$ cat config.mk
export PLATFORM = sky130hd
export DESIGN_NAME = coap_message_parser
export DESIGN_NICKNAME = d
export VERILOG_FILES = /design/src/coap_pkg.sv /design/src/coap_message_parser.sv
export SDC_FILE = /design/constraint.sdc
export NUM_CORES = 1
export LEC_CHECK = 0
export ABC_AREA = 0
export BUFFER_PORTS_ARGS = -buffer_cell sky130_fd_sc_hd__buf_4
export CAP_MARGIN = 30
export CORE_UTILIZATION = 25
export DETAILED_ROUTE_END_ITERATION = 12
export SLEW_MARGIN = 20
export SYNTH_ARGS = -nofsm -noshare
export SYNTH_HDL_FRONTEND = slang
export SYNTH_SLANG_ARGS = --single-unit
$ cat constraint.sdc
create_clock -name clock -period 6.24 [get_ports clock]
set_input_delay 0.624 -clock clock [delete_from_list [all_inputs] [get_ports clock]]
set_output_delay 0.624 -clock clock [all_outputs]
set_load 0.005 [all_outputs]
$ cat src/coap_pkg.sv
// ----------------------------------------------------------------------------
// coap_pkg
// Shared types and constants for the CoAP message parser: parse phases,
// byte classes, status codes and option encoding constants.
// ----------------------------------------------------------------------------
package coap_pkg;

   typedef enum logic [2:0] {
      PH_HEADER    = 3'd0,
      PH_TOKEN     = 3'd1,
      PH_OPT_HEAD  = 3'd2,
      PH_DELTA_EXT = 3'd3,
      PH_LEN_EXT   = 3'd4,
      PH_VALUE     = 3'd5,
      PH_PAYLOAD   = 3'd6
   } phase_type;

   typedef enum logic [2:0] {
      KIND_HEADER  = 3'd0,
      KIND_TOKEN   = 3'd1,
      KIND_OPTHEAD = 3'd2,
      KIND_VALUE   = 3'd3,
      KIND_MARKER  = 3'd4,
      KIND_PAYLOAD = 3'd5
   } kind_type;

   typedef enum logic [2:0] {
      ST_OK        = 3'd0,
      ST_VERSION   = 3'd1,
      ST_RESERVED  = 3'd2,
      ST_TRUNCATED = 3'd3,
      ST_OVERFLOW  = 3'd4
   } status_type;

   localparam logic [1:0]  VERSION_RESET  = 2'd1;
   localparam logic [7:0]  PAYLOAD_MARKER = 8'hff;
   localparam logic [3:0]  NIB_EXT8       = 4'd13;
   localparam logic [3:0]  NIB_EXT16      = 4'd14;
   localparam logic [3:0]  NIB_RESERVED   = 4'd15;
   localparam logic [16:0] EXT8_BASE      = 17'd13;
   localparam logic [16:0] EXT16_BASE     = 17'd269;
   localparam logic [15:0] OPTION_MAX     = 16'hffff;

endpackage

$ cat src/coap_message_parser.sv
// An accepted item passes through the input register and then the result register to rsp_valid.
// Throughput: one item per cycle while rsp_ready is high; ready follows it via both registers.
// The parse state advances once per item as it moves from the input to the result register.
// Reset (synchronous, active high) empties both registers, returns the parser to the header
// phase with no latched error, clears the header fields and sets the expected version to 1.
// ----------------------------------------------------------------------------
// coap_message_parser
// Streaming CoAP message parser: classifies each byte, decodes the header
// and option heads, and reports the first error on the last byte.
// ----------------------------------------------------------------------------
module coap_message_parser
   import coap_pkg::*;
(
   input  logic        clock,
   input  logic        reset,
   input  logic        req_valid,
   output logic        req_ready,
   input  logic [7:0]  req_data_byte,
   input  logic        req_last_byte,
   output logic        rsp_valid,
   input  logic        rsp_ready,
   output logic [7:0]  rsp_byte_out,
   output logic [2:0]  rsp_byte_kind,
   output logic        rsp_option_ready,
   output logic [15:0] rsp_option_number,
   output logic [16:0] rsp_option_length,
   output logic        rsp_header_ready,
   output logic [1:0]  rsp_message_type,
   output logic [3:0]  rsp_token_length,
   output logic [7:0]  rsp_request_code,
   output logic [15:0] rsp_message_id,
   output logic        rsp_end_of_message,
   output logic [2:0]  rsp_status,
   input  logic        csr_wr_en,
   input  logic [1:0]  csr_wr_data
);

   logic        in_valid_ff;
   logic [7:0]  in_byte_ff;
   logic        in_last_ff;
   logic        out_free;
   logic        advance;

   logic [1:0]  version_ff;

   phase_type   phase_ff, phase_in;
   logic [1:0]  header_index_ff, header_index_in;
   logic [3:0]  token_left_ff, token_left_in;
   logic [1:0]  ext_left_ff, ext_left_in;
   logic [3:0]  delta_ff, delta_in;
   logic [3:0]  length_ff, length_in;
   logic [15:0] ext_accum_ff, ext_accum_in;
   logic [15:0] option_ff, option_in;
   logic [16:0] value_left_ff, value_left_in;
   logic [1:0]  type_ff, type_in;
   logic [3:0]  tkl_ff, tkl_in;
   logic [7:0]  code_ff, code_in;
   logic [15:0] id_ff, id_in;
   status_type  error_ff, error_in;

   logic        rsp_valid_ff;
   logic [7:0]  byte_ff;
   kind_type    kind_ff, kind_in;
   logic        opt_rdy_ff, opt_rdy_in;
   logic [15:0] opt_num_ff, opt_num_in;
   logic [16:0] opt_len_ff, opt_len_in;
   logic        hdr_rdy_ff, hdr_rdy_in;
   logic [1:0]  msg_type_ff, msg_type_in;
   logic [3:0]  tok_len_ff, tok_len_in;
   logic [7:0]  req_code_ff, req_code_in;
   logic [15:0] msg_id_ff, msg_id_in;
   logic        eom_ff;
   status_type  status_ff, status_in;

   assign out_free  = !rsp_valid_ff || rsp_ready;
   assign advance   = in_valid_ff && out_free;
   assign req_ready = !in_valid_ff || out_free;

   always_ff @(posedge clock) begin
      if (reset) begin
         version_ff <= VERSION_RESET;
      end else if (csr_wr_en) begin
         version_ff <= csr_wr_data;
      end
   end

   // input register
   always_ff @(posedge clock) begin
      if (reset) begin
         in_valid_ff <= 1'b0;
      end else if (req_valid && req_ready) begin
         in_valid_ff <= 1'b1;
      end else if (advance) begin
         in_valid_ff <= 1'b0;
      end
   end

   always_ff @(posedge clock) begin
      if (req_valid && req_ready) begin
         in_byte_ff <= req_data_byte;
         in_last_ff <= req_last_byte;
      end
   end

   always_comb begin
      logic [17:0] sum;
      logic [16:0] dval;
      logic [16:0] flen;
      logic [15:0] acc;
      logic [3:0]  len_nib;
      logic        do_delta;
      logic        do_finish;

      phase_in        = phase_ff;
      header_index_in = header_index_ff;
      token_left_in   = token_left_ff;
      ext_left_in     = ext_left_ff;
      delta_in        = delta_ff;
      length_in       = length_ff;
      ext_accum_in    = ext_accum_ff;
      option_in       = option_ff;
      value_left_in   = value_left_ff;
      type_in         = type_ff;
      tkl_in          = tkl_ff;
      code_in         = code_ff;
      id_in           = id_ff;
      error_in        = error_ff;
      kind_in         = KIND_HEADER;
      opt_rdy_in      = 1'b0;
      hdr_rdy_in      = 1'b0;
      status_in       = ST_OK;
      sum             = '0;
      dval            = '0;
      flen            = '0;
      len_nib         = '0;
      do_delta        = 1'b0;
      do_finish       = 1'b0;
      acc             = {ext_accum_ff[7:0], in_byte_ff};

      unique case (phase_ff)
         PH_TOKEN: begin
            kind_in       = KIND_TOKEN;
            token_left_in = token_left_ff - 4'd1;
            if (token_left_in == 4'd0) begin
               phase_in = PH_OPT_HEAD;
            end
         end
         PH_OPT_HEAD: begin
            if (in_byte_ff == PAYLOAD_MARKER) begin
               kind_in  = KIND_MARKER;
               phase_in = PH_PAYLOAD;
            end else begin
               kind_in   = KIND_OPTHEAD;
               delta_in  = in_byte_ff[7:4];
               length_in = in_byte_ff[3:0];
               if (in_byte_ff[7:4] == NIB_EXT8 || in_byte_ff[7:4] == NIB_EXT16) begin
                  phase_in     = PH_DELTA_EXT;
                  ext_left_in  = (in_byte_ff[7:4] == NIB_EXT8) ? 2'd1 : 2'd2;
                  ext_accum_in = '0;
               end else begin
                  if (in_byte_ff[7:4] == NIB_RESERVED && error_in == ST_OK) begin
                     error_in = ST_RESERVED;
                  end
                  do_delta = 1'b1;
                  dval     = {13'd0, in_byte_ff[7:4]};
                  len_nib  = in_byte_ff[3:0];
               end
            end
         end
         PH_DELTA_EXT, PH_LEN_EXT: begin
            kind_in      = KIND_OPTHEAD;
            ext_accum_in = acc;
            ext_left_in  = ext_left_ff - 2'd1;
            if (ext_left_in == 2'd0) begin
               if (phase_ff == PH_DELTA_EXT) begin
                  do_delta = 1'b1;
                  dval     = {1'b0, acc} + ((delta_ff == NIB_EXT8) ? EXT8_BASE : EXT16_BASE);
                  len_nib  = length_ff;
               end else begin
                  do_finish = 1'b1;
                  flen = {1'b0, acc} + ((length_ff == NIB_EXT8) ? EXT8_BASE : EXT16_BASE);
               end
            end
         end
         PH_VALUE: begin
            kind_in = KIND_VALUE;
            if (value_left_ff != 17'd0) begin
               value_left_in = value_left_ff - 17'd1;
            end
            if (value_left_in == 17'd0) begin
               phase_in = PH_OPT_HEAD;
            end
         end
         PH_PAYLOAD: begin
            kind_in = KIND_PAYLOAD;
         end
         default: begin
            kind_in = KIND_HEADER;
            unique case (header_index_ff)
               2'd0: begin
                  if (in_byte_ff[7:6] != version_ff && error_in == ST_OK) begin
                     error_in = ST_VERSION;
                  end
                  type_in = in_byte_ff[5:4];
                  tkl_in  = in_byte_ff[3:0];
                  code_in = '0;
                  id_in   = '0;
               end
               2'd1: code_in = in_byte_ff;
               2'd2: id_in[15:8] = in_byte_ff;
               default: begin
                  id_in[7:0] = in_byte_ff;
                  hdr_rdy_in = 1'b1;
               end
            endcase
            if (header_index_ff == 2'd3) begin
               header_index_in = 2'd0;
               token_left_in   = tkl_in;
               phase_in        = (tkl_in != 4'd0) ? PH_TOKEN : PH_OPT_HEAD;
            end else begin
               header_index_in = header_index_ff + 2'd1;
               phase_in        = PH_HEADER;
            end
         end
      endcase

      // add delta, saturate on overflow
      if (do_delta) begin
         sum = {2'b00, option_ff} + {1'b0, dval};
         if (sum > {2'b00, OPTION_MAX}) begin
            if (error_in == ST_OK) begin
               error_in = ST_OVERFLOW;
            end
            option_in = OPTION_MAX;
         end else begin
            option_in = sum[15:0];
         end
         if (len_nib == NIB_EXT8 || len_nib == NIB_EXT16) begin
            phase_in     = PH_LEN_EXT;
            ext_left_in  = (len_nib == NIB_EXT8) ? 2'd1 : 2'd2;
            ext_accum_in = '0;
         end else begin
            if (len_nib == NIB_RESERVED && error_in == ST_OK) begin
               error_in = ST_RESERVED;
            end
            do_finish = 1'b1;
            flen      = {13'd0, len_nib};
         end
      end

      if (do_finish) begin
         opt_rdy_in    = 1'b1;
         value_left_in = flen;
         phase_in      = (flen != 17'd0) ? PH_VALUE : PH_OPT_HEAD;
      end

      opt_num_in  = opt_rdy_in ? option_in : 16'd0;
      opt_len_in  = opt_rdy_in ? flen : 17'd0;
      msg_type_in = hdr_rdy_in ? type_in : 2'd0;
      tok_len_in  = hdr_rdy_in ? tkl_in : 4'd0;
      req_code_in = hdr_rdy_in ? code_in : 8'd0;
      msg_id_in   = hdr_rdy_in ? id_in : 16'd0;

      // end of message: report and drop message state
      if (in_last_ff) begin
         if (phase_in != PH_OPT_HEAD && phase_in != PH_PAYLOAD && error_in == ST_OK) begin
            error_in = ST_TRUNCATED;
         end
         status_in       = error_in;
         phase_in        = PH_HEADER;
         header_index_in = '0;
         token_left_in   = '0;
         ext_left_in     = '0;
         delta_in        = '0;
         length_in       = '0;
         ext_accum_in    = '0;
         option_in       = '0;
         value_left_in   = '0;
         error_in        = ST_OK;
      end
   end

   always_ff @(posedge clock) begin
      if (reset) begin
         phase_ff        <= PH_HEADER;
         header_index_ff <= '0;
         token_left_ff   <= '0;
         ext_left_ff     <= '0;
         delta_ff        <= '0;
         length_ff       <= '0;
         ext_accum_ff    <= '0;
         option_ff       <= '0;
         value_left_ff   <= '0;
         type_ff         <= '0;
         tkl_ff          <= '0;
         code_ff         <= '0;
         id_ff           <= '0;
         error_ff        <= ST_OK;
      end else if (advance) begin
         phase_ff        <= phase_in;
         header_index_ff <= header_index_in;
         token_left_ff   <= token_left_in;
         ext_left_ff     <= ext_left_in;
         delta_ff        <= delta_in;
         length_ff       <= length_in;
         ext_accum_ff    <= ext_accum_in;
         option_ff       <= option_in;
         value_left_ff   <= value_left_in;
         type_ff         <= type_in;
         tkl_ff          <= tkl_in;
         code_ff         <= code_in;
         id_ff           <= id_in;
         error_ff        <= error_in;
      end
   end

   // result register
   always_ff @(posedge clock) begin
      if (reset) begin
         rsp_valid_ff <= 1'b0;
      end else if (out_free) begin
         rsp_valid_ff <= in_valid_ff;
      end
   end

   always_ff @(posedge clock) begin
      if (advance) begin
         byte_ff     <= in_byte_ff;
         kind_ff     <= kind_in;
         opt_rdy_ff  <= opt_rdy_in;
         opt_num_ff  <= opt_num_in;
         opt_len_ff  <= opt_len_in;
         hdr_rdy_ff  <= hdr_rdy_in;
         msg_type_ff <= msg_type_in;
         tok_len_ff  <= tok_len_in;
         req_code_ff <= req_code_in;
         msg_id_ff   <= msg_id_in;
         eom_ff      <= in_last_ff;
         status_ff   <= status_in;
      end
   end

   assign rsp_valid          = rsp_valid_ff;
   assign rsp_byte_out       = byte_ff;
   assign rsp_byte_kind      = kind_ff;
   assign rsp_option_ready   = opt_rdy_ff;
   assign rsp_option_number  = opt_num_ff;
   assign rsp_option_length  = opt_len_ff;
   assign rsp_header_ready   = hdr_rdy_ff;
   assign rsp_message_type   = msg_type_ff;
   assign rsp_token_length   = tok_len_ff;
   assign rsp_request_code   = req_code_ff;
   assign rsp_message_id     = msg_id_ff;
   assign rsp_end_of_message = eom_ff;
   assign rsp_status         = status_ff;

   a_hdr_kind: assert property (@(posedge clock) disable iff (reset)
      rsp_valid_ff && hdr_rdy_ff |-> kind_ff == KIND_HEADER)
      else $error("header ready on a non-header item");

   a_opt_kind: assert property (@(posedge clock) disable iff (reset)
      rsp_valid_ff && opt_rdy_ff |-> kind_ff == KIND_OPTHEAD)
      else $error("option ready on a non-option-head item");

   a_status_eom: assert property (@(posedge clock) disable iff (reset)
      rsp_valid_ff && status_ff != ST_OK |-> eom_ff)
      else $error("status reported before end of message");

   a_clear_after_last: assert property (@(posedge clock) disable iff (reset)
      advance && in_last_ff |=> phase_ff == PH_HEADER && error_ff == ST_OK
         && header_index_ff == 2'd0)
      else $error("message state not cleared after last item");

   a_hold_input: assert property (@(posedge clock) disable iff (reset)
      in_valid_ff && !advance |=> in_valid_ff && $stable(in_byte_ff) && $stable(in_last_ff))
      else $error("input register overwritten while held");

endmodule
**Yosys cells after proc, flatten, opt, wreduce, memory -nomap -nowiden**

Cells that the tools add are included.

- Input bits: 16
- Output and inout port bits: 82
- Flip-flop bits (word level): 194

- Bitwise operators: 1
- Magnitude comparators: 1
- Muxes and demuxes: 104
- Reductions and logical operators: 40
- Equality and inequality tests: 24
- Add/sub/neg operators: 7

Operators with widths:

| operator | number |
|---|---|
| $mux 17 | 12 |
| $mux 16 | 9 |
| $mux 4 | 17 |
| $mux 3 | 22 |
| $pmux 8 s2 | 3 |
| $add 16x9->17 | 2 |
| $pmux 17 s2 | 1 |
| $reduce_bool 17->1 | 2 |
| $eq 4x4->1 const B | 8 |
| $pmux 16 s2 | 1 |
| $mux 2 | 15 |
| $add 16x17->18 | 1 |
| $gt 18x16->1 const B | 1 |
| $mux 9 | 2 |
| $logic_not 17->1 | 1 |
| $sub 17x1->17 const B | 1 |
| $pmux 4 s2 | 2 |
| $pmux 3 s5 | 1 |
| $mux 1 | 14 |
| $logic_not 3->1 | 4 |
| $pmux 3 s4 | 1 |
| $reduce_or 5->1 | 2 |
| $eq 3x3->1 const B | 3 |
| $eq 8x8->1 const B | 1 |
| 30 further kinds | 51 |

**Logic depth before layout (Yosys ltp)**

Gate-level depths: netlist (run 1).

- Depth after elaboration: 18
- Mapped depth: 18

**Worst setup path after synthesis (run 1)**

No wires, ideal clock.

- Kind: input to register
- Start: input port rsp_ready
- End: register delta_ff[0]
- Stages: 7
- Arrival time: 4.287 ns
- Slack: 1.825 ns
- Cell sequence: nor2b_1 -> nand2b_1 -> clkinv_1 -> clkbuf_1 -> nand2_1 -> a22oi_1 -> nor2_1

- Longest elaborated chain between the ends: 3

Ends and longest elaborated chain:

| element | RTL line | source |
|---|---|---|
| start, declared | coap_message_parser.sv:21 | `input logic rsp_ready,` |
| $logic_or 1x1->1 | coap_message_parser.sv:75 | `assign out_free = !rsp_valid_ff \|\| rsp_ready;` |
| $logic_and 1x1->1 | coap_message_parser.sv:76 | `assign advance = in_valid_ff && out_free;` |
| named net advance | coap_message_parser.sv:42 | `logic advance;` |
| $reduce_and 3->1 (no source line) | n/a |  |
| end signal, assigned | coap_message_parser.sv:304 | `delta_ff <= delta_in;` |
| end, declared | coap_message_parser.sv:50 | `logic [3:0] delta_ff, delta_in;` |

The timed path passes the listed nets, and every way through them passes these cells.
A chain may end at the register's enable or synchronous reset.

**Worst setup path after layout (run 1)**

- Start: register phase_ff[1]
- End: register opt_num_ff[2] (netlist: rsp_option_number[2]) (data pin)

- Longest elaborated chain between the ends: 9
- Elaborated cells on any way between the ends: 26
- Those cells by class: add/sub (1); order compare (1); eq/ne (5); mux (17); reduce/logical (2)

Ends and longest elaborated chain:

| element | RTL line | source |
|---|---|---|
| start, declared | coap_message_parser.sv:46 | `phase_type phase_ff, phase_in;` |
| start signal, assigned | coap_message_parser.sv:300 | `phase_ff <= phase_in;` |
| branches (longest 9 deep; another with $add 16x17->18) | n/a |  |
| end signal, assigned | coap_message_parser.sv:331 | `opt_num_ff <= opt_num_in;` |
| end, declared | coap_message_parser.sv:65 | `logic [15:0] opt_num_ff, opt_num_in;` |

Parallel ways; which one is timed is not known.

==> impl_metrics.tcl, run 1 <==
set metrics [dict create \
    syn_inst 1078 \
    grt_max_degree 70 \
    critPathBufInv 1 \
    setup_viol 0 \
    synth_warnings 0 \
    die_width_um 199 \
    finClkSkew_ps 11.9 \
    grt_first_pass_wirelength_um 45600 \
    setup_tns_ps 0 \
    synth_async_sr_flop_share 0 \
    gp_routability_congestion 0.902 \
    yosysSeqAreaShare 0.458 \
    path_clk_slew_ps 70 \
    post_cts_buffers 0 \
    avgViaCountPerCell 5.21 \
    regArea_um2 4450 \
    rsz0062_at_grt "no" \
    syn_nets 1122 \
    critPathRequiredTime_ps 6410 \
    worstSetupStartpointType "flip-flop" \
    yosys-top-cells-area "edfxtp_1, dfxtp_1, a21oi_1" \
    power_mw 2.56 \
    overflow 0 \
    antenna_left 0 \
    worst_slew_margin_rel 0.327 \
    critPathMaxFanout 24 \
    start_util 0.256 \
    drc 0 \
    fin_crit_ps 5120 \
    cts_tree "yes" \
    totalWireLength_um 29500 \
    synth_most_common_cell "nor2_1" \
    clockBufferDepth 2 \
    multi_input_area_um2 4840 \
    power.density_nw_per_um2 224 \
    row_count 71 \
    worst_slack_ps 1120 \
    cts_buffers 17 \
    cts_hold_buf 0 \
    diodes 0 \
    drive_above_1_share 0.138 \
    cp_slowest_cell "dfxtp_1" \
    htreeDepth 4 \
    syn_area_um2 9730 \
    drtPass1Iterations 5 \
    leakage_nw 4.11 \
    max_cap_violations 0 \
    worstSkewPairLatency_ps 450 \
    avgRoutedWirePerCell_um 17.9 \
    status "finished clean" \
    hold_slack_ps 353 \
    finish.instance_area_um2 11400 \
    cp_top_family "simple AND/OR/NAND/NOR gates" \
    dieArea_um2 39700 \
    post-place-ws_ps 1170 \
    min_path_type "in2reg" \
    io_pins 98 \
    groute.usage.overall 0.150 \
    cpPeakStageDelay_ps 770 \
    clock.fmax_ghz 0.195 \
    ys_ff_latch 178 \
    placed_cell_area_um2 10800 \
    crit_chain "nor2b_1 > nand3_1 > o21ai_0 > ha_1 > inv_1 > fa_1 > nand2b_1 > a21oi_1 > o2111ai_1 > a31oi_1 > mux2_2 > nand2_1 > a21oi_1 > a211oi_1" \
    tightestPinTransition_ps 1000 \
    cp.arrival_ps 5290 \
    fillers 4060 \
    finalHoldViolCount 0 \
    vias 8566 \
    hpwl_um 20700 \
    final_max_slew_viol_count 0 \
    crit_type "reg2reg" \
    yosysUniqueCellTypes 80 \
    synth_flop_cell "edfxtp_1" \
    cts_sinks 178 \
    synth_top_cell_by_area "edfxtp_1" \
    synth_edf_count 89 \
    dieHeight_um 199 \
    synth_top_area_frac 0.275 \
    clockRootBuffer "clkbuf_16" \
    end_kind "flip-flop" \
    syn2layout_area_growth_pct 17.3 \
    drt_iter0_drc 746 \
    ir_drop_uv 192 \
    grt_pass1_vias 7940 \
    synth_top_cells_by_count "nor2_1, a21oi_1, dfxtp_1, edfxtp_1, o21ai_0" \
    final_nets 1165 \
    critPathMostFrequentCell "a21oi_1" \
    period_share 0.821 \
    design.core.area_um2 37900 \
    syn_area_per_cell_um2 9.02 \
    portBuffers 97 \
    antenna_found_initial 0 \
    cts_resized 0 \
    r2r_slack_ps 1120 \
]
[layout by cell type (no fill, tap or decap), drive strengths merged, types with 8 or more instances in the layout]
cell type  count
nand2         65
mux2i          9
a21o          15
xnor2         24
nor2         140
a31oi         16
xor2          10
a22oi         34
o2bb2ai        9
nand3         27
a22o          10
a211oi        13
and3          16
nor3          28
or4            8
dfxtp         89
edfxtp        89
ha            27
nand4          9
buf          107
nor4          12
clkbuf        21
nor3b         18
nand2b        11
o21ai         71
a21oi        108
nor2b          9
inv           30
or3           18
[final timing paths]
kind,from,end,cells after the start
setup / recovery,phase_ff[1]$_SDFFE_PP0P_,rsp_option_number[2]$_SDFFCE_PN0P_,14
hold / removal,req_last_byte,in_last_ff$_DFFE_PP_,1
setup reg to reg,phase_ff[1]$_SDFFE_PP0P_,rsp_option_number[2]$_SDFFCE_PN0P_,14
hold reg to reg,tkl_ff[1]$_SDFFE_PP0P_,tkl_ff[1]$_SDFFE_PP0P_,2
[state kept, by name (all words and copies together) (netlist names), 8 cells and up]
| signal | flops |
|---|---|
| rsp_option_length | 17 |
| value_left_ff | 17 |
| option_ff | 16 |
| rsp_message_id | 16 |
| rsp_option_number | 16 |
| code_ff | 8 |
| ext_accum_ff | 8 |
| id_ff | 8 |
| in_byte_ff | 8 |
| rsp_byte_out | 8 |
| rsp_request_code | 8 |
[layout make-up]
cell class | count | area share
clock buffers | 21 | 0.0422
clock inverters | 11 | 0.00801
inverters | 24 | 0.00812
multi-input cells | 793 | 0.425
flip-flops and latches | 178 | 0.391
well taps | 511 | 0.0561
repair buffers | 107 | 0.0704
[report_power, final]
group,internal (mW),switching (mW),leakage [nW]
Sequential,1.26,0.0370,1.58
Combinational,0.0749,0.126,2.24
Clock,0.564,0.500,0.284
Total,1.90,0.663,4.11
[per-stage QoR]
step / std cells / util
3_3_place_gp: 1611 / 0.285
2_1_floorplan: 1078 / -
5_1_grt: 1645 / 0.301
6_report: 1645 / 0.301
4_1_cts: 1645 / 0.301
3_5_place_dp: 1613 / 0.286
[cell families after synthesis]
logic type | Yosys count | share of synthesized area
and+or+nand+nor | 384 | 0.196
AOI/OAI and AO/OA | 337 | 0.223
DFF | 178 | 0.458
buffers and inverters | 107 | 0.0441
xor gates and xnor gates | 34 | 0.0314
adders and majority gates | 28 | 0.0368
muxes | 10 | 0.0104
[per-layer routing]
layer / GRT usage / part of all wire / vias up
met2: 0.232 / 0.46 / 268
met3: 0.0285 / 0.051 / 37
met5: 0 / 0 / -
li1: - / - / 4097
met4: 0.0521 / 0.019 / 0
met1: 0.206 / 0.47 / 4164
No activity file was read; power rests on OpenSTA's default activity.
==> run 2, diff against run 1 <==
clock period = 4.2 ns   (was 6.24 ns; I/O delays follow)
==> run 2 against run 1 <==
  * Critical path depth increased by 2
  * Design area is 2.5% higher
  * Non-clock buffer count up 34
  * Global-route usage grew 0.23 points
  * Register-to-register slack got worse by 940 ps
  * Critical endpoint unchanged
  * Highest routed layer unchanged
==> impl_metrics.tcl, run 2 (synthesis results as in run 1) <==
set metrics [dict create \
    status "finished clean" \
    max_cap_violations 0 \
    portBuffers 97 \
    rsz0062_at_grt "no" \
    netSwitchingFraction 0.258 \
    dieHeight_um 199 \
    rr_worst_depth 16 \
    post_cts_buffers 0 \
    min_path_type "in2reg" \
    gp_routability_congestion 0.882 \
    clockRootBuffer "clkbuf_16" \
    groute.usage.overall 0.152 \
    design.core.area_um2 37900 \
    worstSkewPairLatency_ps 440 \
    whs_endpoint "in_byte_ff[4]$_DFFE_PP_" \
    pwr-share-seq 0.497 \
    reg2reg_from "delta_ff[1]$_SDFFE_PP0P_" \
    avgRoutedWirePerCell_um 17.9 \
    crit_chain "nand4b_1 > ha_4 > a31oi_2 > buf_4 > or3_1 > a21oi_1 > ha_1 > a21oi_1 > o21ai_0 > a2111o_1 > a31oi_1 > mux2_2 > nand2_1 > buf_6 > a21oi_1 > a211oi_1" \
    cts_tree "yes" \
    drive_above_1_share 0.166 \
    p_clk_frac 0.412 \
    top_usage_layer "met2" \
    hpwl_um 21800 \
    drtPass1Iterations 5 \
    clock.fmax_ghz 0.248 \
    fillers 3996 \
    use_met2 0.234 \
    cp_top_family "compound AO/OA/AOI/OAI gates" \
    start_util 0.256 \
    tightestPinTransition_ps 837 \
    antenna_found_initial 0 \
    cp_slowest_cell "ha_4" \
    critPathMaxFanout 20 \
    final_cell_mix "nor2_1, buf_4, a21oi_1, dfxtp_1, edfxtp_1" \
    ir_drop_uv 281 \
    min_path_cells 1 \
    cts_buffers 17 \
    dp_cells 1647 \
    grt_pass1_vias 8110 \
    grt_max_degree 70 \
    finClkSkew_ps 9.53 \
    finalHoldViolCount 0 \
    cts_sinks 178 \
    cpPeakStageDelay_ps 410 \
    syn2layout_area_growth_pct 20.2 \
    p_switching_mw 0.986 \
    leakage_nw 4.27 \
    row_count 71 \
    hold_path.startpoint "req_data_byte[4]" \
    path_clk_slew_ps 70 \
    overflow 0 \
    antenna_left 0 \
    setup_viol 0 \
    io_pins 98 \
    final_max_slew_viol_count 0 \
    critPathRequiredTime_ps 4370 \
    drt_iter0_drc 609 \
    avgViaCountPerCell 5.11 \
    die_width_um 199 \
    crit_type "reg2reg" \
    combPwrFrac 0.091 \
    end_kind "flip-flop" \
    power.density_nw_per_um2 327 \
    period_share 0.958 \
    critPathBufInv 2 \
    vias 8576 \
    r2r_slack_ps 180 \
    htreeDepth 4 \
    critPathMostFrequentCell "a21oi_1" \
    final_nets 1199 \
    grt_first_pass_wirelength_um 46000 \
    worstSetupStartpointType "flip-flop" \
    cp.arrival_ps 4200 \
    stdcell_count 1679 \
    drc 0 \
    setup_tns_ps 0 \
    fin_crit_ps 4020 \
    dieArea_um2 39700 \
    grtUsageMet3 0.0265 \
    clockBufferDepth 2 \
    diodes 0 \
    totalWireLength_um 30100 \
    power.internal_mw 2.83 \
    reg2reg_to "rsp_option_number[2]$_SDFFCE_PN0P_" \
    use_met1 0.209 \
    worst_slew_margin_rel 0.436 \
]
==> run 2: how the worst max path moves through the flow <==
stage | start | end | slack, ps | cells after the start
after floorplan | in_byte_ff[0]$_DFFE_PP_ | rsp_option_number[10]$_SDFFCE_PN0P_ | 450 | 16
after global placement | delta_ff[1]$_SDFFE_PP0P_ | rsp_option_number[2]$_SDFFCE_PN0P_ | 320 | 16
after detailed placement | in_byte_ff[0]$_DFFE_PP_ | rsp_option_number[6]$_SDFFCE_PN0P_ | 200 | 15
after CTS | in_byte_ff[0]$_DFFE_PP_ | rsp_option_number[6]$_SDFFCE_PN0P_ | 180 | 15
after global routing | delta_ff[1]$_SDFFE_PP0P_ | rsp_option_number[4]$_SDFFCE_PN0P_ | 10 | 16
final | delta_ff[1]$_SDFFE_PP0P_ | rsp_option_number[2]$_SDFFCE_PN0P_ | 180 | 16
==> run 2: final cells by class <==
cell class	instances	area [µm²]	area share
Multi-Input combinational cell	793	4870	0.417
Sequential cell	178	4450	0.381
Timing Repair Buffer	141	1060	0.0909
Tap cell	511	639	0.0547
Clock inverter	11	88.8	0.00760
Inverter	24	92.6	0.00792
Clock buffer	21	482	0.0412
==> run 2: repair_timing <==
action | in CTS | in global routing
endpoints found under the setup margin | 0 | 24
hold endpoints to repair | 0 | 0
hold buffers | 0 | 0
gates resized for setup | 0 | 5
==> run 2: per-stage QoR <==
stage	instance area (µm²)	hold WS, ps	total power, mW	setup slack, ps	util
2_1_floorplan	9730	421	2.12	452	-
3_3_place_gp	11100	442	2.28	322	0.292
3_5_place_dp	11100	447	2.28	203	0.292
4_1_cts	11700	126	3.85	178	0.307
5_1_grt	11700	127	3.95	9.78	0.308
6_report	11700	149	3.82	175	0.308
==> run 2: power groups by stage <==
| stage | combinational, mW | sequential, mW | clock (mW) |
|---|---|---|---|
| after global placement | 0.342 | 1.94 | 0 |
| after global routing | 0.377 | 1.90 | 1.67 |
| after CTS | 0.345 | 1.90 | 1.61 |
| after floorplan | 0.192 | 1.93 | 0 |
| final | 0.346 | 1.90 | 1.57 |
| after detailed placement | 0.344 | 1.94 | 0 |
==> run 2: metal layers <==
metal / wire length [µm] / share of wire / vias up
met5: 0 / 0 / -
met4: 844 / 0.028 / 0
met3: 1590 / 0.053 / 38
met2: 13400 / 0.44 / 249
met1: 14300 / 0.47 / 4144
li1: - / - / 4145
==> run 3, diff against run 2 <==
CTS_CLUSTER_SIZE = 25   (was not set)
REMOVE_ABC_BUFFERS = 1   (was not set)
==> run 3 against run 2 <==
  * Via count is 1.1% higher
  * Sequential share of layout area shrank 0.55 points
  * Register-to-register slack improved by 90 ps
  * Critical path type unchanged
  * Setup slack better by 89 ps
  * Critical path depth unchanged
  * Non-clock buffer count grew 20
  * Clock skew is 5.4 ps higher
  * Largest power group unchanged
  * Critical endpoint is now rsp_option_number[7]$_SDFFCE_PN0P_
  * Wire length increased by 1.3%
==> impl_metrics.tcl, run 3 (synthesis results as in run 1) <==
set metrics [dict create \
    combPwrFrac 0.092 \
    finClkSkew_ps 15.0 \
    critPathRequiredTime_ps 4450 \
    start_util 0.256 \
    r2r_slack_ps 260 \
    path_clk_slew_ps 70 \
    die_width_um 199 \
    cts_buffers 17 \
    setup_tns_ps 0 \
    design.core.area_um2 37900 \
    htreeDepth 4 \
    cp_slowest_cell "or4_1" \
    clock.fmax_ghz 0.254 \
    ir_drop_uv 270 \
    crit_chain "ha_1 > or3_1 > a31oi_4 > nor2b_1 > xnor2_1 > nor2_1 > ha_1 > and3_1 > and3_1 > a32oi_1 > or4_1 > a21boi_1 > nand2_2 > buf_12 > nor2_1 > a211oi_1" \
    overflow 0 \
    finalHoldViolCount 0 \
    clockRootBuffer "clkbuf_16" \
    grt_max_degree 59 \
    multi_input_area_um2 4860 \
    avgViaCountPerCell 5.10 \
    antenna_left 0 \
    end_kind "flip-flop" \
    max_cap_violations 0 \
    drc 0 \
    cpPeakStageDelay_ps 450 \
    min_path_type "in2reg" \
    cts_hold_buf 0 \
    rr_worst_depth 16 \
    min_path_cells 1 \
    tightestPinTransition_ps 974 \
    clockBufferDepth 2 \
    cts_sinks 178 \
    p_switching_mw 0.999 \
    reg2reg_to "rsp_option_number[7]$_SDFFCE_PN0P_" \
    worstSetupStartpointType "flip-flop" \
    status "finished clean" \
    p_clk_frac 0.422 \
    final_max_slew_viol_count 0 \
    regArea_um2 4450 \
    vias 8667 \
    setup_viol 0 \
    avgRoutedWirePerCell_um 17.9 \
    antenna_found_initial 0 \
    hpwl_um 22100 \
    pwr-share-seq 0.485 \
    reg2reg_from "in_byte_ff[0]$_DFFE_PP_" \
    netSwitchingFraction 0.256 \
    row_count 71 \
    final_cell_mix "buf_4, nor2_1, a21oi_1, dfxtp_1, edfxtp_1" \
    worst_slew_margin_rel 0.346 \
    hold_path.startpoint "req_last_byte" \
    groute.usage.overall 0.155 \
    leakage_nw 4.39 \
    fillers 3926 \
    worstSkewPairLatency_ps 440 \
    dieArea_um2 39700 \
    final_common_cell "buf_4" \
    grt_pass1_vias 8214 \
    syn2layout_area_growth_pct 22.0 \
    drt_iter0_drc 594 \
    cp.arrival_ps 4190 \
    fin_crit_ps 3940 \
    drtPass1Iterations 7 \
    io_pins 98 \
    crit_type "reg2reg" \
    power.density_nw_per_um2 329 \
    whs_endpoint "in_last_ff$_DFFE_PP_" \
    gp_routability_congestion 0.916 \
    critPathMaxFanout 15 \
    portBuffers 97 \
    period_share 0.937 \
    diodes 0 \
    dieHeight_um 199 \
    drive_above_1_share 0.179 \
    final_nets 1219 \
    cts_tree "yes" \
    totalWireLength_um 30500 \
    grt_first_pass_wirelength_um 47500 \
    hold_slack_ps 156 \
    power.internal_mw 2.90 \
]
run 3: layout make-up:
type / count / share of cell area
Multi-Input combinational cell: 793 / 0.410
Sequential cell: 178 / 0.376
Timing Repair Buffer: 161 / 0.103
Tap cell: 511 / 0.0539
Clock buffer: 18 / 0.0370
Clock inverter: 14 / 0.0127
Inverter: 24 / 0.00781
run 3: through the flow:
| stage | std cells | power, mW | instance area (µm²) | utilization | worst slack [ps] |
|---|---|---|---|---|---|
| after floorplan | 995 | 2.10 | 9390 | - | -330 |
| after global placement | 1661 | 2.29 | 11200 | 0.295 | 155 |
| after detailed placement | 1662 | 2.29 | 11200 | 0.296 | -13.9 |
| after CTS | 1694 | 3.92 | 11800 | 0.311 | 20.4 |
| after global routing | 1699 | 4.02 | 11900 | 0.313 | -19.4 |
| final | 1699 | 3.90 | 11900 | 0.313 | 264 |
run 3: how the worst max path moves through the flow:
stage                             startpoint                            endpoint  slack [ps]
floorplan                          rsp_ready      value_left_ff[10]$_SDFFE_PP0P_        -330
global placement     in_byte_ff[0]$_DFFE_PP_  rsp_option_number[7]$_SDFFCE_PN0P_         150
detailed placement   in_byte_ff[0]$_DFFE_PP_  rsp_option_number[0]$_SDFFCE_PN0P_         -10
CTS                  in_byte_ff[0]$_DFFE_PP_  rsp_option_number[7]$_SDFFCE_PN0P_          20
global route        delta_ff[1]$_SDFFE_PP0P_  rsp_option_number[7]$_SDFFCE_PN0P_         -20
finish               in_byte_ff[0]$_DFFE_PP_  rsp_option_number[7]$_SDFFCE_PN0P_         260
run 3: power groups by stage:
stage	clock network, mW	logic [mW]	registers, mW
floorplan	0	0.155	1.95
global placement	0	0.352	1.93
detailed placement	0	0.355	1.93
CTS	1.67	0.356	1.90
global route	1.73	0.391	1.90
finish	1.65	0.361	1.89
run 3: what timing repair did:
action / CTS / global route
pin swaps: 0 / 2
gates resized for setup: 1 / 4
setup buffers: 0 / 5
setup endpoints to repair: 5 / 25
run 3: per-layer routing:
layer	GRT usage	wire, µm	share of wire	vias to the layer above
met4	0.0436	350	0.011	0
li1	-	-	-	4178
met2	0.255	14600	0.48	241
met1	0.213	14100	0.46	4227
met3	0.0191	1440	0.047	21
met5	0	0	0	-
run 3: critical path: cells and delay by family (launching register included):
kind	cells	cell delay, ps
buffers and inverters	1	150
flip-flops	1	420
adder cells (fa/ha/maj)	2	630
AO/OA/AOI/OAI	4	820
AND/OR/NAND/NOR	8	1580
XOR/XNOR	1	150
